===== src/design/ntp_seconds_to_clock_alarm_assert.svh =====
// Assertion macros for the NTP clock alarm block
`ifndef NTP_SECONDS_TO_CLOCK_ALARM_ASSERT_SVH
`define NTP_SECONDS_TO_CLOCK_ALARM_ASSERT_SVH

`ifndef SYNTH
`define NTPA_ASSERT(lbl, expr) \
  lbl: assert property (@(posedge clk_i) disable iff (!rst_ni) (expr)) \
    else $error("assertion failed");
`define NTPA_ASSERT_IMP(lbl, ante, cons) \
  lbl: assert property (@(posedge clk_i) disable iff (!rst_ni) (ante) |-> (cons)) \
    else $error("assertion failed");
`define NTPA_ASSERT_NEXT(lbl, ante, cons) \
  lbl: assert property (@(posedge clk_i) disable iff (!rst_ni) (ante) |=> (cons)) \
    else $error("assertion failed");
`else
`define NTPA_ASSERT(lbl, expr)
`define NTPA_ASSERT_IMP(lbl, ante, cons)
`define NTPA_ASSERT_NEXT(lbl, ante, cons)
`endif

`endif


===== src/design/ntpa_pkg.sv =====
`timescale 1ns / 1ps
`default_nettype none
package ntpa_pkg;

  typedef enum logic [1:0] {
    CMD_BYTE   = 2'd0,
    CMD_RESYNC = 2'd1,
    CMD_STOP   = 2'd2
  } cmd_e;

  typedef enum logic [2:0] {
    REG_WAKE_HOUR    = 3'd0,
    REG_ALARM_MINUTE = 3'd1,
    REG_ALARM_PM     = 3'd2,
    REG_ZONE_OFFSET  = 3'd3,
    REG_HOLD_UPDATE  = 3'd4
  } reg_idx_e;

  typedef struct packed {
    logic        is_stop;
    logic [31:0] word;
  } queue_item_t;

  typedef struct packed {
    logic [3:0]  wake_hour;
    logic [5:0]  alarm_minute;
    logic        alarm_pm;
    logic [16:0] zone_offset;
    logic        hold_update;
  } cfg_t;

  localparam logic [31:0] NTP_UNIX_DELTA = 32'd2208988800;
  localparam logic [3:0]  RST_WAKE_HOUR  = 4'd12;
  localparam logic [5:0]  RST_ALARM_MIN  = 6'd0;
  localparam logic        RST_ALARM_PM   = 1'b1;
  localparam logic [16:0] RST_ZONE       = 17'd18000;

  // 86400 = 128 * 675; floor(2^34 / 675)
  localparam logic [24:0] DAY_DIV        = 25'd675;
  localparam logic [24:0] DAY_RECIP      = 25'd25451658;
  localparam int unsigned DAY_SHIFT      = 34;
  // minutes = (day >> 2) / 15; ceil(2^19 / 15)
  localparam logic [15:0] MIN_RECIP      = 16'd34953;
  localparam int unsigned MIN_SHIFT      = 19;
  // hours = (minutes >> 2) / 15; ceil(2^13 / 15)
  localparam logic [9:0]  HOUR_RECIP     = 10'd547;
  localparam int unsigned HOUR_SHIFT     = 13;

  localparam logic [4:0]  HALF_DAY_HOURS = 5'd12;
  localparam logic [10:0] MINS_PER_HOUR  = 11'd60;

endpackage
`default_nettype wire


===== src/design/ntpa_front.sv =====
`timescale 1ns / 1ps
`default_nettype none
module ntpa_front (
  input  wire logic                 clk_i,
  input  wire logic                 rst_ni,
  input  wire logic                 in_valid_i,
  output logic                      in_ready_o,
  input  wire logic [1:0]           command_i,
  input  wire logic [7:0]           rx_byte_i,
  output logic                      push_valid_o,
  input  wire logic                 push_ready_i,
  output ntpa_pkg::queue_item_t     push_item_o
);

  logic [1:0]  byte_cnt_q, byte_cnt_d;
  logic [31:0] acc_q, acc_d;
  logic        accept;
  logic [4:0]  shift;

  assign in_ready_o = push_ready_i;
  assign accept     = in_valid_i && push_ready_i;
  assign shift      = {2'(2'd3 - byte_cnt_q), 3'b000};

  always_comb begin
    byte_cnt_d           = byte_cnt_q;
    acc_d                = acc_q;
    push_valid_o         = 1'b0;
    push_item_o.is_stop  = 1'b0;
    push_item_o.word     = {acc_q[31:8], rx_byte_i};
    case (ntpa_pkg::cmd_e'(command_i))
      ntpa_pkg::CMD_BYTE: begin
        push_valid_o = in_valid_i && (byte_cnt_q == 2'd3);
        if (accept) begin
          byte_cnt_d = 2'(byte_cnt_q + 2'd1);
          if (byte_cnt_q == 2'd0) begin
            acc_d = {rx_byte_i, 24'd0};
          end else begin
            acc_d = acc_q | (32'(rx_byte_i) << shift);
          end
        end
      end
      ntpa_pkg::CMD_RESYNC: begin
        if (accept) begin
          byte_cnt_d = 2'd0;
        end
      end
      ntpa_pkg::CMD_STOP: begin
        push_valid_o        = in_valid_i;
        push_item_o.is_stop = 1'b1;
      end
      default: ;
    endcase
  end

  always_ff @(posedge clk_i or negedge rst_ni) begin
    if (!rst_ni) begin
      byte_cnt_q <= 2'd0;
      acc_q      <= 32'd0;
    end else begin
      byte_cnt_q <= byte_cnt_d;
      acc_q      <= acc_d;
    end
  end

endmodule
`default_nettype wire


===== src/design/ntpa_queue.sv =====
`timescale 1ns / 1ps
`default_nettype none
module ntpa_queue #(
  parameter int unsigned Depth = 2
) (
  input  wire logic                  clk_i,
  input  wire logic                  rst_ni,
  input  wire logic                  push_valid_i,
  output logic                       push_ready_o,
  input  wire ntpa_pkg::queue_item_t push_item_i,
  output logic                       pop_valid_o,
  input  wire logic                  pop_ready_i,
  output ntpa_pkg::queue_item_t      pop_item_o
);

  localparam int unsigned PtrW = $clog2(Depth);
  localparam int unsigned CntW = $clog2(Depth + 1);

  ntpa_pkg::queue_item_t mem_q [Depth];
  logic [PtrW-1:0] wr_ptr_q, rd_ptr_q;
  logic [CntW-1:0] count_q;
  logic            push, pop;

  assign push_ready_o = (count_q != CntW'(Depth));
  assign pop_valid_o  = (count_q != '0);
  assign push         = push_valid_i && push_ready_o;
  assign pop          = pop_valid_o && pop_ready_i;
  assign pop_item_o   = mem_q[rd_ptr_q];

  always_ff @(posedge clk_i) begin
    if (push) begin
      mem_q[wr_ptr_q] <= push_item_i;
    end
  end

  always_ff @(posedge clk_i or negedge rst_ni) begin
    if (!rst_ni) begin
      wr_ptr_q <= '0;
      rd_ptr_q <= '0;
      count_q  <= '0;
    end else begin
      if (push) begin
        wr_ptr_q <= (wr_ptr_q == PtrW'(Depth - 1)) ? '0 : PtrW'(wr_ptr_q + 1'b1);
      end
      if (pop) begin
        rd_ptr_q <= (rd_ptr_q == PtrW'(Depth - 1)) ? '0 : PtrW'(rd_ptr_q + 1'b1);
      end
      if (push && !pop) begin
        count_q <= CntW'(count_q + 1'b1);
      end else if (pop && !push) begin
        count_q <= CntW'(count_q - 1'b1);
      end
    end
  end

endmodule
`default_nettype wire


===== src/design/ntpa_back.sv =====
`timescale 1ns / 1ps
`default_nettype none
module ntpa_back (
  input  wire logic                  clk_i,
  input  wire logic                  rst_ni,
  input  wire ntpa_pkg::cfg_t        cfg_i,
  input  wire logic                  pop_valid_i,
  output logic                       pop_ready_o,
  input  wire ntpa_pkg::queue_item_t pop_item_i,
  output logic                       out_valid_o,
  input  wire logic                  out_ready_i,
  output logic [31:0]                unix_seconds_o,
  output logic [3:0]                 clock_hour_o,
  output logic [5:0]                 clock_minute_o,
  output logic                       clock_pm_o,
  output logic                       clock_updated_o,
  output logic                       alarm_start_o,
  output logic                       alarm_active_o
);

  localparam int unsigned DAY_SHIFT_HI = ntpa_pkg::DAY_SHIFT + 15;

  logic v1_q, v2_q, v3_q, v4_q, v5_q, v6_q, v7_q, out_valid_q;
  logic rdy1, rdy2, rdy3, rdy4, rdy5, rdy6, rdy7, rdy_out;
  logic s1_q, s2_q, s3_q, s4_q, s5_q, s6_q, s7_q;
  logic [31:0] unix1_q, unix2_q, unix3_q, unix4_q, unix5_q, unix6_q, unix7_q;
  logic [31:0] local2_q;
  logic [49:0] prod3_q;
  logic [24:0] hi3_q;
  logic [6:0]  low3_q, low4_q;
  logic [10:0] rem4_q;
  logic [16:0] day5_q;
  logic [10:0] mins6_q, mins7_q;
  logic [4:0]  h7_q;
  logic        playing_q;

  logic [15:0] quo4;
  logic [24:0] qm4, rem4_full;
  logic [9:0]  rem5;
  logic [30:0] prod6;
  logic [18:0] prod7;
  logic [8:0]  mins7_in;
  logic [10:0] min_full;
  logic [5:0]  minute;
  logic [3:0]  hour;
  logic        pm, match, fire, adv_out;

  logic [31:0] unix_q;
  logic [3:0]  hour_q;
  logic [5:0]  minute_q;
  logic        pm_q, updated_q, start_q, active_q;

  assign rdy_out     = !out_valid_q || out_ready_i;
  assign rdy7        = !v7_q || rdy_out;
  assign rdy6        = !v6_q || rdy7;
  assign rdy5        = !v5_q || rdy6;
  assign rdy4        = !v4_q || rdy5;
  assign rdy3        = !v3_q || rdy4;
  assign rdy2        = !v2_q || rdy3;
  assign rdy1        = !v1_q || rdy2;
  assign pop_ready_o = rdy1;
  assign adv_out     = v7_q && rdy_out;

  always_ff @(posedge clk_i or negedge rst_ni) begin
    if (!rst_ni) begin
      v1_q        <= 1'b0;
      v2_q        <= 1'b0;
      v3_q        <= 1'b0;
      v4_q        <= 1'b0;
      v5_q        <= 1'b0;
      v6_q        <= 1'b0;
      v7_q        <= 1'b0;
      out_valid_q <= 1'b0;
      playing_q   <= 1'b0;
    end else begin
      if (rdy1)    v1_q <= pop_valid_i;
      if (rdy2)    v2_q <= v1_q;
      if (rdy3)    v3_q <= v2_q;
      if (rdy4)    v4_q <= v3_q;
      if (rdy5)    v5_q <= v4_q;
      if (rdy6)    v6_q <= v5_q;
      if (rdy7)    v7_q <= v6_q;
      if (rdy_out) out_valid_q <= v7_q && !s7_q;
      if (adv_out) begin
        if (s7_q) begin
          playing_q <= 1'b0;
        end else if (fire) begin
          playing_q <= 1'b1;
        end
      end
    end
  end

  assign mins7_in = mins6_q[10:2];

  // Second of day (reduce by 675 above the low seven bits), minute and hour products
  always_comb begin
    quo4      = prod3_q[DAY_SHIFT_HI-:16];
    qm4       = 25'(quo4) * ntpa_pkg::DAY_DIV;
    rem4_full = hi3_q - qm4;
    rem5      = (rem4_q >= 11'(ntpa_pkg::DAY_DIV)) ?
                10'(rem4_q - 11'(ntpa_pkg::DAY_DIV)) : rem4_q[9:0];
    prod6     = 31'(day5_q[16:2]) * 31'(ntpa_pkg::MIN_RECIP);
    prod7     = 19'(mins7_in) * 19'(ntpa_pkg::HOUR_RECIP);
  end

  always_ff @(posedge clk_i) begin
    if (rdy1) begin
      s1_q    <= pop_item_i.is_stop;
      unix1_q <= pop_item_i.word - ntpa_pkg::NTP_UNIX_DELTA;
    end
    if (rdy2) begin
      s2_q     <= s1_q;
      unix2_q  <= unix1_q;
      local2_q <= unix1_q - 32'(cfg_i.zone_offset);
    end
    if (rdy3) begin
      s3_q    <= s2_q;
      unix3_q <= unix2_q;
      hi3_q   <= local2_q[31:7];
      low3_q  <= local2_q[6:0];
      prod3_q <= 50'(local2_q[31:7]) * 50'(ntpa_pkg::DAY_RECIP);
    end
    if (rdy4) begin
      s4_q    <= s3_q;
      unix4_q <= unix3_q;
      low4_q  <= low3_q;
      rem4_q  <= rem4_full[10:0];
    end
    if (rdy5) begin
      s5_q    <= s4_q;
      unix5_q <= unix4_q;
      day5_q  <= {rem5, low4_q};
    end
    if (rdy6) begin
      s6_q    <= s5_q;
      unix6_q <= unix5_q;
      mins6_q <= prod6[ntpa_pkg::MIN_SHIFT+:11];
    end
    if (rdy7) begin
      s7_q    <= s6_q;
      unix7_q <= unix6_q;
      mins7_q <= mins6_q;
      h7_q    <= prod7[ntpa_pkg::HOUR_SHIFT+:5];
    end
  end

  always_comb begin
    min_full = mins7_q - 11'(h7_q) * ntpa_pkg::MINS_PER_HOUR;
    minute   = min_full[5:0];
    if (h7_q == 5'd0) begin
      hour = 4'(ntpa_pkg::HALF_DAY_HOURS);
    end else if (h7_q > ntpa_pkg::HALF_DAY_HOURS) begin
      hour = 4'(h7_q - ntpa_pkg::HALF_DAY_HOURS);
    end else begin
      hour = h7_q[3:0];
    end
    pm    = (h7_q >= ntpa_pkg::HALF_DAY_HOURS);
    match = (hour == cfg_i.wake_hour) && (minute == cfg_i.alarm_minute) &&
            (pm == cfg_i.alarm_pm);
    fire  = !cfg_i.hold_update && match && !playing_q;
  end

  always_ff @(posedge clk_i) begin
    if (adv_out && !s7_q) begin
      unix_q    <= unix7_q;
      hour_q    <= cfg_i.hold_update ? 4'd0 : hour;
      minute_q  <= cfg_i.hold_update ? 6'd0 : minute;
      pm_q      <= cfg_i.hold_update ? 1'b0 : pm;
      updated_q <= !cfg_i.hold_update;
      start_q   <= fire;
      active_q  <= playing_q || fire;
    end
  end

  assign out_valid_o     = out_valid_q;
  assign unix_seconds_o  = unix_q;
  assign clock_hour_o    = hour_q;
  assign clock_minute_o  = minute_q;
  assign clock_pm_o      = pm_q;
  assign clock_updated_o = updated_q;
  assign alarm_start_o   = start_q;
  assign alarm_active_o  = active_q;

endmodule
`default_nettype wire


===== src/design/ntp_seconds_to_clock_alarm.sv =====
// Channel | Direction | Handshake             | Payload
// in      | input     | in_valid_i/in_ready_o | command_i, rx_byte_i
// out     | output    | out_valid_o/out_ready_i | unix_seconds_o .. alarm_active_o
// cfg     | input     | cfg_we_i              | cfg_idx_i, cfg_data_i
//
// One item per cycle sustained unless the output is held back; a word result
// passes the queue, the back pipeline with its divide-by-constant stages and
// the output register. Reset clears byte count, accumulator, alarm flag and
// all valids; registers return to their reset values. Input stalls only when
// the queue is full, which happens only while the output is held back.
`timescale 1ns / 1ps
`default_nettype none
`include "ntp_seconds_to_clock_alarm_assert.svh"
module ntp_seconds_to_clock_alarm #(
  parameter int unsigned QueueDepth = 2
) (
  input  wire logic        clk_i,
  input  wire logic        rst_ni,
  input  wire logic        in_valid_i,
  output logic             in_ready_o,
  input  wire logic [1:0]  command_i,
  input  wire logic [7:0]  rx_byte_i,
  output logic             out_valid_o,
  input  wire logic        out_ready_i,
  output logic [31:0]      unix_seconds_o,
  output logic [3:0]       clock_hour_o,
  output logic [5:0]       clock_minute_o,
  output logic             clock_pm_o,
  output logic             clock_updated_o,
  output logic             alarm_start_o,
  output logic             alarm_active_o,
  input  wire logic        cfg_we_i,
  input  wire logic [2:0]  cfg_idx_i,
  input  wire logic [16:0] cfg_data_i
);

  ntpa_pkg::cfg_t        cfg_q;
  ntpa_pkg::queue_item_t push_item, pop_item;
  logic                  push_valid, push_ready, pop_valid, pop_ready;

  always_ff @(posedge clk_i or negedge rst_ni) begin
    if (!rst_ni) begin
      cfg_q.wake_hour    <= ntpa_pkg::RST_WAKE_HOUR;
      cfg_q.alarm_minute <= ntpa_pkg::RST_ALARM_MIN;
      cfg_q.alarm_pm     <= ntpa_pkg::RST_ALARM_PM;
      cfg_q.zone_offset  <= ntpa_pkg::RST_ZONE;
      cfg_q.hold_update  <= 1'b0;
    end else if (cfg_we_i) begin
      case (ntpa_pkg::reg_idx_e'(cfg_idx_i))
        ntpa_pkg::REG_WAKE_HOUR:    cfg_q.wake_hour    <= cfg_data_i[3:0];
        ntpa_pkg::REG_ALARM_MINUTE: cfg_q.alarm_minute <= cfg_data_i[5:0];
        ntpa_pkg::REG_ALARM_PM:     cfg_q.alarm_pm     <= cfg_data_i[0];
        ntpa_pkg::REG_ZONE_OFFSET:  cfg_q.zone_offset  <= cfg_data_i;
        ntpa_pkg::REG_HOLD_UPDATE:  cfg_q.hold_update  <= cfg_data_i[0];
        default: ;
      endcase
    end
  end

  ntpa_front u_front (
    .clk_i        (clk_i),
    .rst_ni       (rst_ni),
    .in_valid_i   (in_valid_i),
    .in_ready_o   (in_ready_o),
    .command_i    (command_i),
    .rx_byte_i    (rx_byte_i),
    .push_valid_o (push_valid),
    .push_ready_i (push_ready),
    .push_item_o  (push_item)
  );

  ntpa_queue #(
    .Depth (QueueDepth)
  ) u_queue (
    .clk_i        (clk_i),
    .rst_ni       (rst_ni),
    .push_valid_i (push_valid),
    .push_ready_o (push_ready),
    .push_item_i  (push_item),
    .pop_valid_o  (pop_valid),
    .pop_ready_i  (pop_ready),
    .pop_item_o   (pop_item)
  );

  ntpa_back u_back (
    .clk_i           (clk_i),
    .rst_ni          (rst_ni),
    .cfg_i           (cfg_q),
    .pop_valid_i     (pop_valid),
    .pop_ready_o     (pop_ready),
    .pop_item_i      (pop_item),
    .out_valid_o     (out_valid_o),
    .out_ready_i     (out_ready_i),
    .unix_seconds_o  (unix_seconds_o),
    .clock_hour_o    (clock_hour_o),
    .clock_minute_o  (clock_minute_o),
    .clock_pm_o      (clock_pm_o),
    .clock_updated_o (clock_updated_o),
    .alarm_start_o   (alarm_start_o),
    .alarm_active_o  (alarm_active_o)
  );

  `NTPA_ASSERT_IMP(a_start_active, out_valid_o && alarm_start_o,
                   alarm_active_o && clock_updated_o)
  `NTPA_ASSERT_IMP(a_hold_blank, out_valid_o && !clock_updated_o,
                   !alarm_start_o && clock_hour_o == 4'd0 && clock_minute_o == 6'd0)
  `NTPA_ASSERT_IMP(a_time_range, out_valid_o && clock_updated_o,
                   clock_hour_o >= 4'd1 && clock_hour_o <= 4'd12 && clock_minute_o <= 6'd59)
  `NTPA_ASSERT_IMP(a_stop_item, in_valid_i && in_ready_o && command_i == ntpa_pkg::CMD_STOP,
                   push_valid && push_item.is_stop)
  `NTPA_ASSERT_NEXT(a_out_hold, out_valid_o && !out_ready_i,
                    out_valid_o && $stable(unix_seconds_o))

endmodule
`default_nettype wire

===== config.mk =====
export PLATFORM = sky130hd
export DESIGN_NAME = ntp_seconds_to_clock_alarm
export DESIGN_NICKNAME = d
export VERILOG_FILES = /design/src/design/ntpa_pkg.sv /design/src/design/ntpa_front.sv /design/src/design/ntpa_queue.sv /design/src/design/ntpa_back.sv /design/src/design/ntp_seconds_to_clock_alarm.sv
export VERILOG_INCLUDE_DIRS = /design/src /design/src/design
export SDC_FILE = /design/constraint.sdc
export NUM_CORES = 1
export LEC_CHECK = 0
export BUFFER_PORTS_ARGS = -buffer_cell sky130_fd_sc_hd__buf_2
export CAP_MARGIN = 20
export CORE_UTILIZATION = 40
export CTS_CLUSTER_SIZE = 28
export DETAILED_ROUTE_END_ITERATION = 8
export PLACE_DENSITY = 0.6
export SYNTH_ARGS = -nofsm -noshare
export SYNTH_HDL_FRONTEND = slang
export SYNTH_HIERARCHICAL = 1
export SYNTH_SLANG_ARGS = --single-unit

===== constraint.sdc =====
create_clock -name clk_i -period 17.5 [get_ports clk_i]
set_clock_uncertainty 0.1 [all_clocks]
set_input_delay 3.5 -clock clk_i [delete_from_list [all_inputs] [get_ports clk_i]]
set_output_delay 3.5 -clock clk_i [all_outputs]
set_load 0.01 [all_outputs]

## Word-level counts from Yosys, hierarchy flattened

Memories as Yosys holds them, arrays and structs flattened.
Index checks and enable logic that the tools add are counted.
Widths: inputs -> output; s select.

| word-level totals | value |
|---|---|
| bits in registers | 509 |
| output and inout port bits | 48 |
| bits of input ports | 35 |
| bits in writable memories | 66 |
| memories kept | 1 |

| cells by class | value |
|---|---|
| shift operators | 1 |
| $lt $le $gt $ge | 3 |
| reductions and logical operators | 51 |
| multiplexer cells | 17 |
| equality and inequality tests | 13 |
| bitwise gates (word level) | 1 |
| $mul | 5 |
| $add $sub $neg | 12 |

Memory list:

| name | depth | width | read ports | clocked after memory_dff | write ports | RTL line | text |
|---|---|---|---|---|---|---|---|
| u_queue.mem_q | 2 | 33 | 1 | 0 | 1 | ntpa_queue.sv:19 | `ntpa_pkg::queue_item_t mem_q [Depth];` |

Operator list:

| kind | number |
|---|---|
| $mul 25x24->49 const B | 1 |
| $mux 32 | 1 |
| $or 32x32->32 | 1 |
| $shl 8x5->32 | 1 |
| $sub 32x17->32 | 1 |
| $sub 32x32->32 const B | 1 |
| $mul 15x16->30 const B | 1 |
| $mul 9x10->18 const B | 1 |
| $mul 16x10->11 const B | 1 |
| $reduce_and 2->1 | 7 |
| $logic_and 1x1->1 | 13 |
| $logic_not 1->1 | 13 |
| $ge 11x10->1 const B | 1 |
| $sub 11x11->11 | 1 |
| $mux 10 | 1 |
| $sub 10x10->10 const B | 1 |
| $logic_or 1x1->1 | 9 |
| $mux 2 | 4 |
| $mux 4 | 2 |
| $reduce_bool 2->1 | 4 |
| $mux 1 | 7 |
| $eq 3x2->1 const B | 2 |
| $eq 6x6->1 | 1 |
| $sub 6x6->6 | 1 |
| 22 further kinds | 27 |

## Depth between registers and ports, before layout

Gate-level depths: netlist (run 1).

| depth | value |
|---|---|
| depth in word-level cells | 13 |
| depth in mapped cells | 20 |

## By module

Netlist (run 1), hierarchy kept.

Modules (own cells, without submodules):

| module | seq. area each (um^2) | instances | area each (um^2) | cells an instance |
|---|---|---|---|---|
| ntpa_back | 11846.4 | 1 | 26405.3 | 2012 |
| ntpa_queue | 2082.0 | 1 | 2727.6 | 121 |
| ntpa_front | 650.6 | 1 | 1222.4 | 109 |
| ntp_seconds_to_clock_alarm | 735.7 | 1 | 1207.4 | 65 |

## Worst setup path before layout (run 1)

OpenSTA, ideal clock, no wires.

| timing | value |
|---|---|
| path type | input -> register |
| start | input port out_ready_i |
| end | register u_queue.count_q[1] |
| data arrival time | 8.818 ns |
| stages | 11 |
| library setup time | 0.125 ns |
| slack | 8.457 ns |
| cell sequence | nor2b_1 nand3_1 nor2_1 nand3_1 inv_1 nand3_1 nand2_1 ha_1 xor2_1 nor2_1 xor2_1 |

| between the ends | value |
|---|---|
| word-level cells in the longest chain between the ends | 12 |
| elaborated cells on any way between the ends | 14 |

RTL lines:

| item | RTL line | text |
|---|---|---|
| start, declared | ntp_seconds_to_clock_alarm.sv:24 | `input wire logic out_ready_i,` |
| $logic_or 1x1->1 (*) | ntpa_back.sv:53 | `assign rdy_out = !out_valid_q \|\| out_ready_i;` |
| $logic_or 1x1->1 (*) | ntpa_back.sv:54 | `assign rdy7 = !v7_q \|\| rdy_out;` |
| $logic_or 1x1->1 (*) | ntpa_back.sv:55 | `assign rdy6 = !v6_q \|\| rdy7;` |
| named net u_back.rdy6 | ntpa_back.sv:24 | `logic rdy1, rdy2, rdy3, rdy4, rdy5, rdy6, rdy7, rdy_out;` |
| $logic_or 1x1->1 (*) | ntpa_back.sv:56 | `assign rdy5 = !v5_q \|\| rdy6;` |
| $logic_or 1x1->1 (*) | ntpa_back.sv:57 | `assign rdy4 = !v4_q \|\| rdy5;` |
| $logic_or 1x1->1 (*) | ntpa_back.sv:58 | `assign rdy3 = !v3_q \|\| rdy4;` |
| named net u_back.rdy3 | ntpa_back.sv:24 |  |
| $logic_or 1x1->1 (*) | ntpa_back.sv:59 | `assign rdy2 = !v2_q \|\| rdy3;` |
| $logic_or 1x1->1 (*) | ntpa_back.sv:60 | `assign rdy1 = !v1_q \|\| rdy2;` |
| named net pop_ready | ntp_seconds_to_clock_alarm.sv:39 | `logic push_valid, push_ready, pop_valid, pop_ready;` |
| $logic_and 1x1->1 (*) | ntpa_queue.sv:27 | `assign pop = pop_valid_o && pop_ready_i;` |
| $logic_not 1->1 | ntpa_queue.sv:48 | `if (push && !pop) begin` |
| $logic_and 1x1->1 | ntpa_queue.sv:48 |  |
| $mux 2 or $reduce_bool 2->1 (tied branches) | n/a |  |
| end signal, assigned | ntpa_queue.sv:49 | `count_q <= CntW'(count_q + 1'b1);` |
| end signal, assigned | ntpa_queue.sv:51 | `count_q <= CntW'(count_q - 1'b1);` |
| end, declared | ntpa_queue.sv:21 | `logic [CntW-1:0] count_q;` |

Mark *: on every way through the listed nets, which the timed path passes. The rest lies on a longest branch.
A chain may end at the register's enable or synchronous reset.

## Worst setup path in the final report (run 1)

| timing | value |
|---|---|
| start | register u_back.local2_q[16] |
| end | register u_back.prod3_q[44], data pin |

| between the ends | value |
|---|---|
| word-level cells in the longest chain between the ends | 1 |

RTL lines:

| item | RTL line | text |
|---|---|---|
| start, declared | ntpa_back.sv:27 | `logic [31:0] local2_q;` |
| start signal, assigned | ntpa_back.sv:115 | `local2_q <= unix1_q - 32'(cfg_i.zone_offset);` |
| $mul 25x24->49 | ntpa_back.sv:122 | `prod3_q <= 50'(local2_q[31:7]) * 50'(ntpa_pkg::DAY_RECIP);` |
| end signal, assigned | ntpa_back.sv:122 |  |
| end, declared | ntpa_back.sv:28 | `logic [49:0] prod3_q;` |

No other way between the ends.

==> results of run 1 <==
-- metal layers --
| metal | part of all wire, % | GRT usage [%] |
|---|---|---|
| met5 | 0 | 0 |
| met4 | 2.5 | 4.50 |
| met3 | 3.3 | 1.66 |
| met2 | 50 | 26.2 |
| met1 | 44 | 20.0 |
-- placed cells by master, fill, tap and decap left out, types with 24 or more instances in the layout --
cell type	count
buf_2	81
fa_1	199
clkbuf_16	54
mux2_2	25
o21ai_0	43
edfxtp_1	453
dfrtp_1	59
inv_1	438
xor2_1	43
a21o_1	24
ha_1	445
xnor2_1	75
nand2_1	43
a31oi_1	27
nor2_1	85
mux2_4	39
a21oi_1	54
-- area by class of cell --
| class | instances | area [sq um] | area share (%) |
|---|---|---|---|
| Clock inverter | 40 | 409 | 1.17 |
| Tap cell | 1040 | 1300 | 3.72 |
| Multi-Input combinational cell | 1322 | 14400 | 41.1 |
| Inverter | 439 | 1650 | 4.71 |
| Sequential cell | 521 | 15300 | 43.8 |
| Clock buffer | 62 | 1400 | 4.01 |
| Timing Repair Buffer | 94 | 515 | 1.47 |
-- registers in the layout, summed over array words and instances, names as in the netlist, 15 cells and up --
signal,flops
u_queue/mem_q,66
u_back/unix1_q,32
u_back/unix2_q,32
u_back/unix3_q,32
u_back/unix4_q,32
u_back/unix5_q,32
u_back/unix6_q,32
u_back/unix7_q,32
u_back/unix_seconds_o,32
u_back/local2_q,30
cfg_q,29
u_front/acc_q,24
u_back/day5_q,15
-- worst max-delay path by stage --
stage,start,endpoint,slack [ns],cells past startpoint
after global routing,u_back/local2_q[16],u_back/prod3_q[44],10.20,20
after CTS,u_back/local2_q[16],u_back/prod3_q[44],10.51,20
after global placement,out_ready_i,u_queue/count_q[1],10.63,15
after detailed placement,u_back/local2_q[22],u_back/prod3_q[44],10.53,20
after floorplan,out_ready_i,u_queue/count_q[1],8.46,11
final,u_back/local2_q[16],u_back/prod3_q[44],10.54,20
-- stage by stage --
step	util (%)	cells
after CTS	45.0	3517
after floorplan	-	2307
final	45.0	3518
after global routing	45.0	3518
after global placement	42.6	3415
after detailed placement	42.6	3415
-- cells in the mapped netlist, drive strengths merged (14+ instances only) --
library cell | instances | area share, %
xnor2 | 75 | 2.1
dfrtp | 60 | 4.8
o21ai | 44 | 0.70
nor2 | 87 | 1.0
edfxtp | 453 | 43
a21oi | 54 | 0.86
mux2 | 64 | 2.7
fa | 199 | 13
a21o | 26 | 0.63
nand3 | 18 | 0.29
inv | 439 | 5.2
buf | 21 | 0.71
nand2b | 14 | 0.28
nand2 | 46 | 0.55
a31oi | 28 | 0.57
o21a | 15 | 0.36
xor2 | 43 | 1.2
ha | 445 | 18
nor3 | 15 | 0.24
-- kinds of logic (layout without fill, tap and decap cells) --
kind of cell,count (synthesis),count (layout)
adder cells (fa/ha/maj),644,644
XOR/XNOR,118,118
multiplexers,64,64
buffers and inverters,464,635
flip-flops,521,521
AO/OA/AOI/OAI,237,237
AND/OR/NAND/NOR,259,259
==> flow_summary.ini, run 1 <==
[global_routing]
grt_max_degree = 69
grt_pass1_vias = 18100
grt_overflow_total = 0
grt_pass1_wl_microns = 96500
grtUsageTotal_pct = 15.1
antenna_found_initial = 0

[routing]
first_pass_iters = 5
finalWirelength_microns = 59200
via_count = 17000
remaining_drc_errors = 0
drtIter0Drc = 841
avgRoutedWirePerCell_microns = 16.8
detail-route-antenna-nets = 0
viasPerCell = 4.85

[worst_setup_path]
path_class = reg2reg
worstRegToRegCells = 20
critPathBufInv = 4
crit_arrival_ns = 7.27
r2r-end = u_back/prod3_q[44]
rr_startpoint = u_back/local2_q[16]
required_ns = 17.81
critPathMaxFanout = 11
slowest_stage = edfxtp_1
startpoint_type = flip-flop
path_cells = fa_1 -> ha_1 -> inv_1 -> fa_1 -> fa_1 -> inv_1 -> fa_1 -> fa_1 -> inv_1 -> fa_1 -> inv_1 -> ha_1 -> a21oi_1 -> o2111ai_1 -> a31oi_1 -> a2111oi_0 -> nor4_1 -> o211ai_1 -> and4_1 -> nor3_1
crit_family = adder cells
cp-end-kind = flip-flop
r2r_slack_ns = 10.54
crit_top_cell = fa_1
cpPeakStageDelay_ns = 0.67

[clock_tree]
post_cts_buffers = 0
post_cts_resized = 0
cts.clk_slew.worst_paths_ns = 0.06
clock_latency_ns = 0.61
clock_path_buffers = 3
clock_sink_count = 521
cts-htree-levels = 2
cts_hold_buf = 0
cts-buffers-inserted = 54
tritoncts = built
cts-root-buf = clkbuf_16

[placed_design]
port_buffers = 82
gp_congestion = 0.826
dp.final_hpwl_microns = 46200
place_ws_ns = 10.53
placed_cell_area_sq_um = 33100

[sta]
hold_viol = 0
setup_tns_ns = 0
max_freq_mhz = 144
fin_crit_sh_pct = 39.8
max-slew-margin-rel_pct = 36.8
setup_ws_ns = 10.54
tightest_slew_ns = 0.948
drv_slew = 0
min_period_ns = 6.96
setup_violations = 0
rsz0062_at_grt = false
hold_slack_ns = 0.295

[die]
dieArea_sq_um = 80000
die_y_microns = 283
die-width_microns = 283
initial_core_util_pct = 40.6
fp-row-count = 102
pin_count = 83
core_area_sq_um = 77700

[layout]
final_cell_area_sq_um = 35000
n_antenna_cell = 0
syn_to_final_growth_pct = 10.8
drive_gt1_share_pct = 11.3
nNetsFinal = 3111
fill_cells = 6856

[run_status]
status = finished clean

[synth]
synth.area.mux_share_pct = 2.75
syn_inst = 2307
async_reset_ff_share_pct = 13.1
yosysWarnings = 6
synth_top_family_by_area = adder cells
avgSynthCellArea_sq_um = 13.7
synth_simple_gate_area_share_pct = 4.27
synth_xor_area_share_pct = 3.27
synth_area_sq_um = 31600
ys.flop_type = edfxtp_1
syn_nets = 2986
synth_seq_area_share_pct = 48.5
synth_cell_type_count = 73
synth-edff-count = 453
synthAdderAreaFrac_pct = 30.3
synth_compound_area_share_pct = 4.94
synth_seq_cells = 521

[min_path]
whs_path_depth = 0
min_to = u_back/low3_q[5]
hold_path_class = reg2reg
hold_start = u_back/local2_q[5]

[flow_run]
drv_cap = 0
Power of run 1 is left out: the tool's default activity adds up to more than one toggle a clock period on the data nets, which glitch-free logic cannot reach.
==> run 2, diff against run 1 <==
ABC_AREA = 1   (was unset)
PLACE_DENSITY = 0.62   (was 0.6)
clock period = 5.73 ns   (was 17.5 ns; I/O delays follow)
==> run 2 against run 1 <==
  * Via count increased by 25%
  * Synthesized area grew 7.9%
  * Non-clock buffer count is 76 higher
  * Fmax up 25%
  * Final cell count is 29% higher
  * Worst setup slack worse by 10 ns
  * Highest routed layer unchanged
  * Die area increased by 7.9%
  * Global-route usage increased by 0.98 points
  * Design area rose by 11%
==> flow_summary.ini, run 2 <==
[routing]
drtIter0Drc = 1007
detail-route-antenna-nets = 0
viasPerCell = 4.69
via_count = 21300
finalWirelength_microns = 68500
avgRoutedWirePerCell_microns = 15.1
first_pass_iters = 7
remaining_drc_errors = 0

[worst_setup_path]
rr_startpoint = u_back/local2_q[14]
required_ns = 5.99
startpoint_type = flip-flop
crit_arrival_ns = 5.82
path_class = reg2reg
crit_start = u_back/local2_q[14]
cp-end-kind = flip-flop
critPathMaxFanout = 3

[layout]
largest_reg_flops = 66
final_common_cell = inv_1
fill_cells = 7644
syn_to_final_growth_pct = 14.0
layout_common_cells = inv_1, nand2_1, edfxtp_1
instances_no_fill = 4541
nNetsFinal = 4038
regMostFlops = u_queue/mem_q
multiInputGateArea_sq_um = 16800
drive_gt1_share_pct = 13.9
seqCellArea_sq_um = 15300

[die]
die_y_microns = 294
initial_core_util_pct = 40.6
dieArea_sq_um = 86300
die-width_microns = 294
core_area_sq_um = 84000
fp-row-count = 106
pin_count = 83

[synth]
synth.largest_area_cell = edfxtp_1
syn_nets = 3841
ys.flop_type = edfxtp_1
synth-edff-count = 453
async_reset_ff_share_pct = 13.1
yosysWarnings = 6
synth_seq_area_share_pct = 45.0
syn_inst = 3162
synth_top_cells_by_count = nand2_1, inv_1, edfxtp_1
yosysMostFrequentCell = nand2_1
synth_seq_cells = 521
synth_area_sq_um = 34100
synth.top_cell.area_share_pct = 39.9
synthTopCellsByArea = edfxtp_1, ha_1, fa_1
synth_cell_type_count = 60
avgSynthCellArea_sq_um = 10.8

[min_path]
hold_start = u_back/unix3_q[15]
hold_path_class = reg2reg

[sta]
min_period_ns = 5.56
fin_crit_sh_pct = 97.1
max-slew-margin-rel_pct = 31.3
max_freq_mhz = 180
setup_violations = 0
drv_slew = 0
hold_slack_ns = 0.293
tightest_slew_ns = 1.03
rsz0062_at_grt = true
hold_viol = 0

[global_routing]
grtUsageTotal_pct = 16.1
antenna_found_initial = 2
grt_pass1_wl_microns = 111000
grt_pass1_vias = 21200
grt_overflow_total = 0
grt_max_degree = 69

[placed_design]
dp.final_hpwl_microns = 54400
gp_congestion = 0.889
placed_cells = 4417
port_buffers = 82

[flow_run]
drv_cap = 0

[clock_tree]
clock_sink_count = 521
tritoncts = built
clock_path_buffers = 3
cts.clk_slew.worst_paths_ns = 0.06
cts-htree-levels = 2
clock_latency_ns = 0.61
cts-root-buf = clkbuf_16
cts-buffers-inserted = 54

[run_status]
status = finished clean
[run 2: cell count changes after synthesis, moves of 14 or more]
| cell | before | now |
|---|---|---|
| nor2_1 | 87 | 190 |
| a31oi_1 | 27 | 4 |
| mux2_2 | 25 | 0 |
| nand3_1 | 18 | 96 |
| nand2b_1 | 14 | 0 |
| inv_2 | 0 | 18 |
| nand2_2 | 0 | 31 |
| xnor2_1 | 75 | 29 |
| mux2_4 | 39 | 0 |
| xor2_1 | 43 | 61 |
| nand2_1 | 46 | 604 |
| a21oi_1 | 54 | 104 |
| inv_1 | 439 | 592 |
[run 2: logic make-up after synthesis]
kind of cell	share of synthesized area [%]
simple gates	13.2
fa+ha+maj	28.0
buf+inv	7.56
flops	45.0
compound gates	3.96
xor+xnor	2.31
[run 2: final timing paths]
check	endpoint	slack, ns	cells past startpoint
worst max-delay path	u_back/prod3_q[40]	0.17	21
worst min-delay path	u_back/unix4_q[15]	0.29	0
worst max register to register	u_back/prod3_q[40]	0.17	21
worst min register to register	u_back/unix4_q[15]	0.29	0
max in group asynchronous	u_front/acc_q[31]	4.25	2
min in group asynchronous	u_back/playing_q	0.64	2
[run 2: critical path, cell delays in order (launching register included)]
cell and delay (ns):
edfxtp_1 0.44, buf_4 0.17, fa_2 0.34, ha_1 0.27
inv_1 0.04, fa_1 0.50, fa_1 0.45, fa_1 0.49
inv_1 0.05, fa_1 0.53, inv_1 0.05, fa_1 0.53
inv_1 0.06, ha_4 0.29, nand2_1 0.06, buf_4 0.15
nor2_2 0.16, nand2_1 0.11, nor4_2 0.20, nand3_1 0.15
nand4_1 0.11, nand2_1 0.06
[run 2: final cells by class]
| type | instances | share of cell area (%) |
|---|---|---|
| diodes | 2 | 0.0129 |
| clock buffers | 70 | 3.84 |
| clock inverters | 32 | 0.938 |
| inverters | 613 | 5.96 |
| multi-input cells | 1999 | 43.2 |
| flip-flops and latches | 521 | 39.4 |
| well taps | 1134 | 3.65 |
| repair buffers | 170 | 2.95 |
[run 2: metal layers]
metal  vias up  routed length [microns]  track usage, %
li1      10700                        -               -
met1     10200                    31700            22.0
met2       316                    33000            27.2
met3        83                     2560            2.16
met4         0                     1250            3.67
met5         -                        0               0
[run 2: per-stage QoR]
stage / TNS [ns] / cell area, sq um / setup WS [ns] / util (%)
floorplan: 0 / 34100 / 0.303 / -
global placement: -0.127 / 36200 / -0.0642 / 43.1
detailed placement: -0.162 / 36200 / -0.0670 / 43.1
CTS: 0 / 38100 / 0.00548 / 45.3
global route: -0.162 / 38800 / -0.0354 / 46.2
finish: 0 / 38800 / 0.167 / 46.2
[run 2: timing repair]
action                                 in CTS  in global routing
gates resized for setup                     5                129
buffers inserted                            1                 19
setup endpoints to repair                   7                 11
endpoints found under the hold margin       0                  0
hold buffers                                0                  0
pin swaps                                   0                 53
Power of run 2 is left out for the same reason.
==> run 3, diff against run 2 <==
PLACE_DENSITY = 0.56   (was 0.62)
==> run 3 against run 2 <==
  * Worst hold slack improved by 0.011 ns
  * First-iteration DRC count is 6.2% lower
  * Sequential share of layout area is 0.056 points higher
  * Final cell count about the same
  * Die area unchanged
  * Critical path depth down 1
  * Non-clock buffer count rose by 8
  * Sequential cell count unchanged
  * Count of clock-buffer cells in the layout up 6
  * Worst setup slack better by 0.017 ns
  * Wire length up 1.9%
  * Register-to-register slack improved by 0.02 ns
  * Critical endpoint is now u_back/prod3_q[44]
  * Highest routed layer unchanged
==> flow_summary.ini, run 3 (synthesized netlist as in run 2, its figures left out) <==
[layout]
fill_cells = 7844
final_util_pct = 46.2
largest_reg_flops = 66
layout_common_cells = inv_1, nand2_1, edfxtp_1
n_antenna_cell = 0
regMostFlops = u_queue/mem_q
syn_to_final_growth_pct = 13.8
drive_gt1_share_pct = 13.7
nNetsFinal = 4047

[global_routing]
grtUsageTotal_pct = 16.4
grt_pass1_wl_microns = 112000
grt_max_degree = 69
grt_pass1_vias = 21000
grt_overflow_total = 0
antenna_found_initial = 0

[placed_design]
port_buffers = 82
gp_congestion = 0.862
dp.final_hpwl_microns = 55300
place_ws_ns = -0.0557

[worst_setup_path]
crit_arrival_ns = 5.81
path_cells = buf_4 -> ha_1 -> ha_1 -> fa_1 -> fa_1 -> fa_1 -> fa_1 -> inv_1 -> fa_1 -> inv_1 -> ha_4 -> a21oi_2 -> a21boi_1 -> buf_4 -> and2_4 -> o21ai_0 -> nand2_1 -> nand3_1 -> nand2_1 -> nand2_1
rr_startpoint = u_back/local2_q[10]
r2r_slack_ns = 0.18
cp-end-kind = flip-flop
startpoint_type = flip-flop
cpPeakStageDelay_ns = 0.55
slowest_stage = fa_1
crit_family = adder cells
r2r-end = u_back/prod3_q[44]
required_ns = 6.00
crit_top_cell = fa_1
worstRegToRegCells = 20
critPathBufInv = 4
path_class = reg2reg
critPathMaxFanout = 3

[die]
core_area_sq_um = 84000
die-width_microns = 294
dieArea_sq_um = 86300
pin_count = 83
die_y_microns = 294
fp-row-count = 106
initial_core_util_pct = 40.6

[routing]
avgRoutedWirePerCell_microns = 15.4
drtIter0Drc = 945
viasPerCell = 4.64
via_count = 21100
detail-route-antenna-nets = 0
first_pass_iters = 7
finalWirelength_microns = 69800
remaining_drc_errors = 0

[min_path]
hold_start = u_back/unix4_q[18]
min_to = u_back/unix5_q[18]
hold_path_class = reg2reg
whs_path_depth = 0

[sta]
tightest_slew_ns = 0.959
rsz0062_at_grt = true
drv_slew = 0
setup_violations = 0
setup_tns_ns = 0
max_freq_mhz = 180
min_period_ns = 5.55
max-slew-margin-rel_pct = 36.1
setup_ws_ns = 0.184
fin_crit_sh_pct = 96.8
hold_viol = 0

[clock_tree]
clock_path_buffers = 3
cts-htree-levels = 2
cts-buffers-inserted = 55
cts_hold_buf = 0
clock_latency_ns = 0.62
tritoncts = built
cts.clk_slew.worst_paths_ns = 0.06
cts-root-buf = clkbuf_16
clock_sink_count = 521

[flow_run]
drv_cap = 0

[run_status]
status = finished clean
run 3: changes by cell type in the layout (fill, tap and decap cells not counted), moves of 3 or more:
| cell | previous run | this run |
|---|---|---|
| clkinv_1 | 5 | 11 |
| bufinv_16 | 5 | 2 |
| clkinvlp_4 | 6 | 2 |
| nor2_1 | 173 | 169 |
| clkbuf_1 | 9 | 13 |
| clkinv_2 | 8 | 5 |
| buf_4 | 75 | 83 |
| a21oi_2 | 17 | 20 |
| nor2_2 | 23 | 28 |
run 3: timing repair:
item                                    CTS  global route
buffers inserted                          3            20
gates resized for setup                   5           120
pin swaps                                 0            47
endpoints found under the hold margin     0             0
endpoints found under the setup margin    6            11
run 3: area by class of cell:
cell class	count	area, sq um	area share (%)
inverters	613	2310	5.97
flip-flops and latches	521	15300	39.5
clock buffers	76	1560	4.02
repair buffers	178	1220	3.15
well taps	1134	1420	3.66
multi-input cells	1999	16700	43.1
clock inverters	24	224	0.578
run 3: stage by stage:
| stage | instance area, sq um | cells | hold slack (ns) |
|---|---|---|---|
| after floorplan | 34100 | 3162 | 0.300 |
| after global placement | 36200 | 4421 | 0.301 |
| after detailed placement | 36200 | 4421 | 0.305 |
| after CTS | 38000 | 4524 | 0.294 |
| after global routing | 38800 | 4545 | 0.316 |
| final | 38800 | 4545 | 0.303 |
run 3: worst max path at each step:
stage / from / endpoint / slack, ns / cells after the start
finish: u_back/local2_q[10] / u_back/prod3_q[44] / 0.18 / 20
global route: u_back/local2_q[10] / u_back/prod3_q[44] / -0.02 / 20
CTS: u_back/local2_q[13] / u_back/prod3_q[38] / 0.007 / 23
detailed placement: u_back/local2_q[21] / u_back/prod3_q[40] / -0.06 / 22
global placement: u_back/local2_q[20] / u_back/prod3_q[39] / -0.01 / 19
floorplan: u_back/local2_q[16] / u_back/prod3_q[35] / 0.30 / 20
run 3: metal layers:
metal	wire length, microns	global-route usage, %	vias up	share of wire (%)
met3	2150	1.88	65	3.1
met1	33600	23.2	10000	48
met2	33100	27.1	298	47
li1	-	-	10700	-
met4	894	3.02	0	1.3
met5	0	0	-	0
run 3: worst reg2reg max path, cell delays in order (launching register included):
cell and delay (ns):
edfxtp_1 0.42, buf_4 0.17, ha_1 0.28, ha_1 0.31, fa_1 0.53, fa_1 0.54
fa_1 0.54, fa_1 0.55, inv_1 0.06, fa_1 0.53, inv_1 0.07, ha_4 0.26
a21oi_2 0.14, a21boi_1 0.17, buf_4 0.14, and2_4 0.14, o21ai_0 0.09, nand2_1 0.10
nand3_1 0.07, nand2_1 0.06, nand2_1 0.05
Power of run 3 is left out for the same reason.
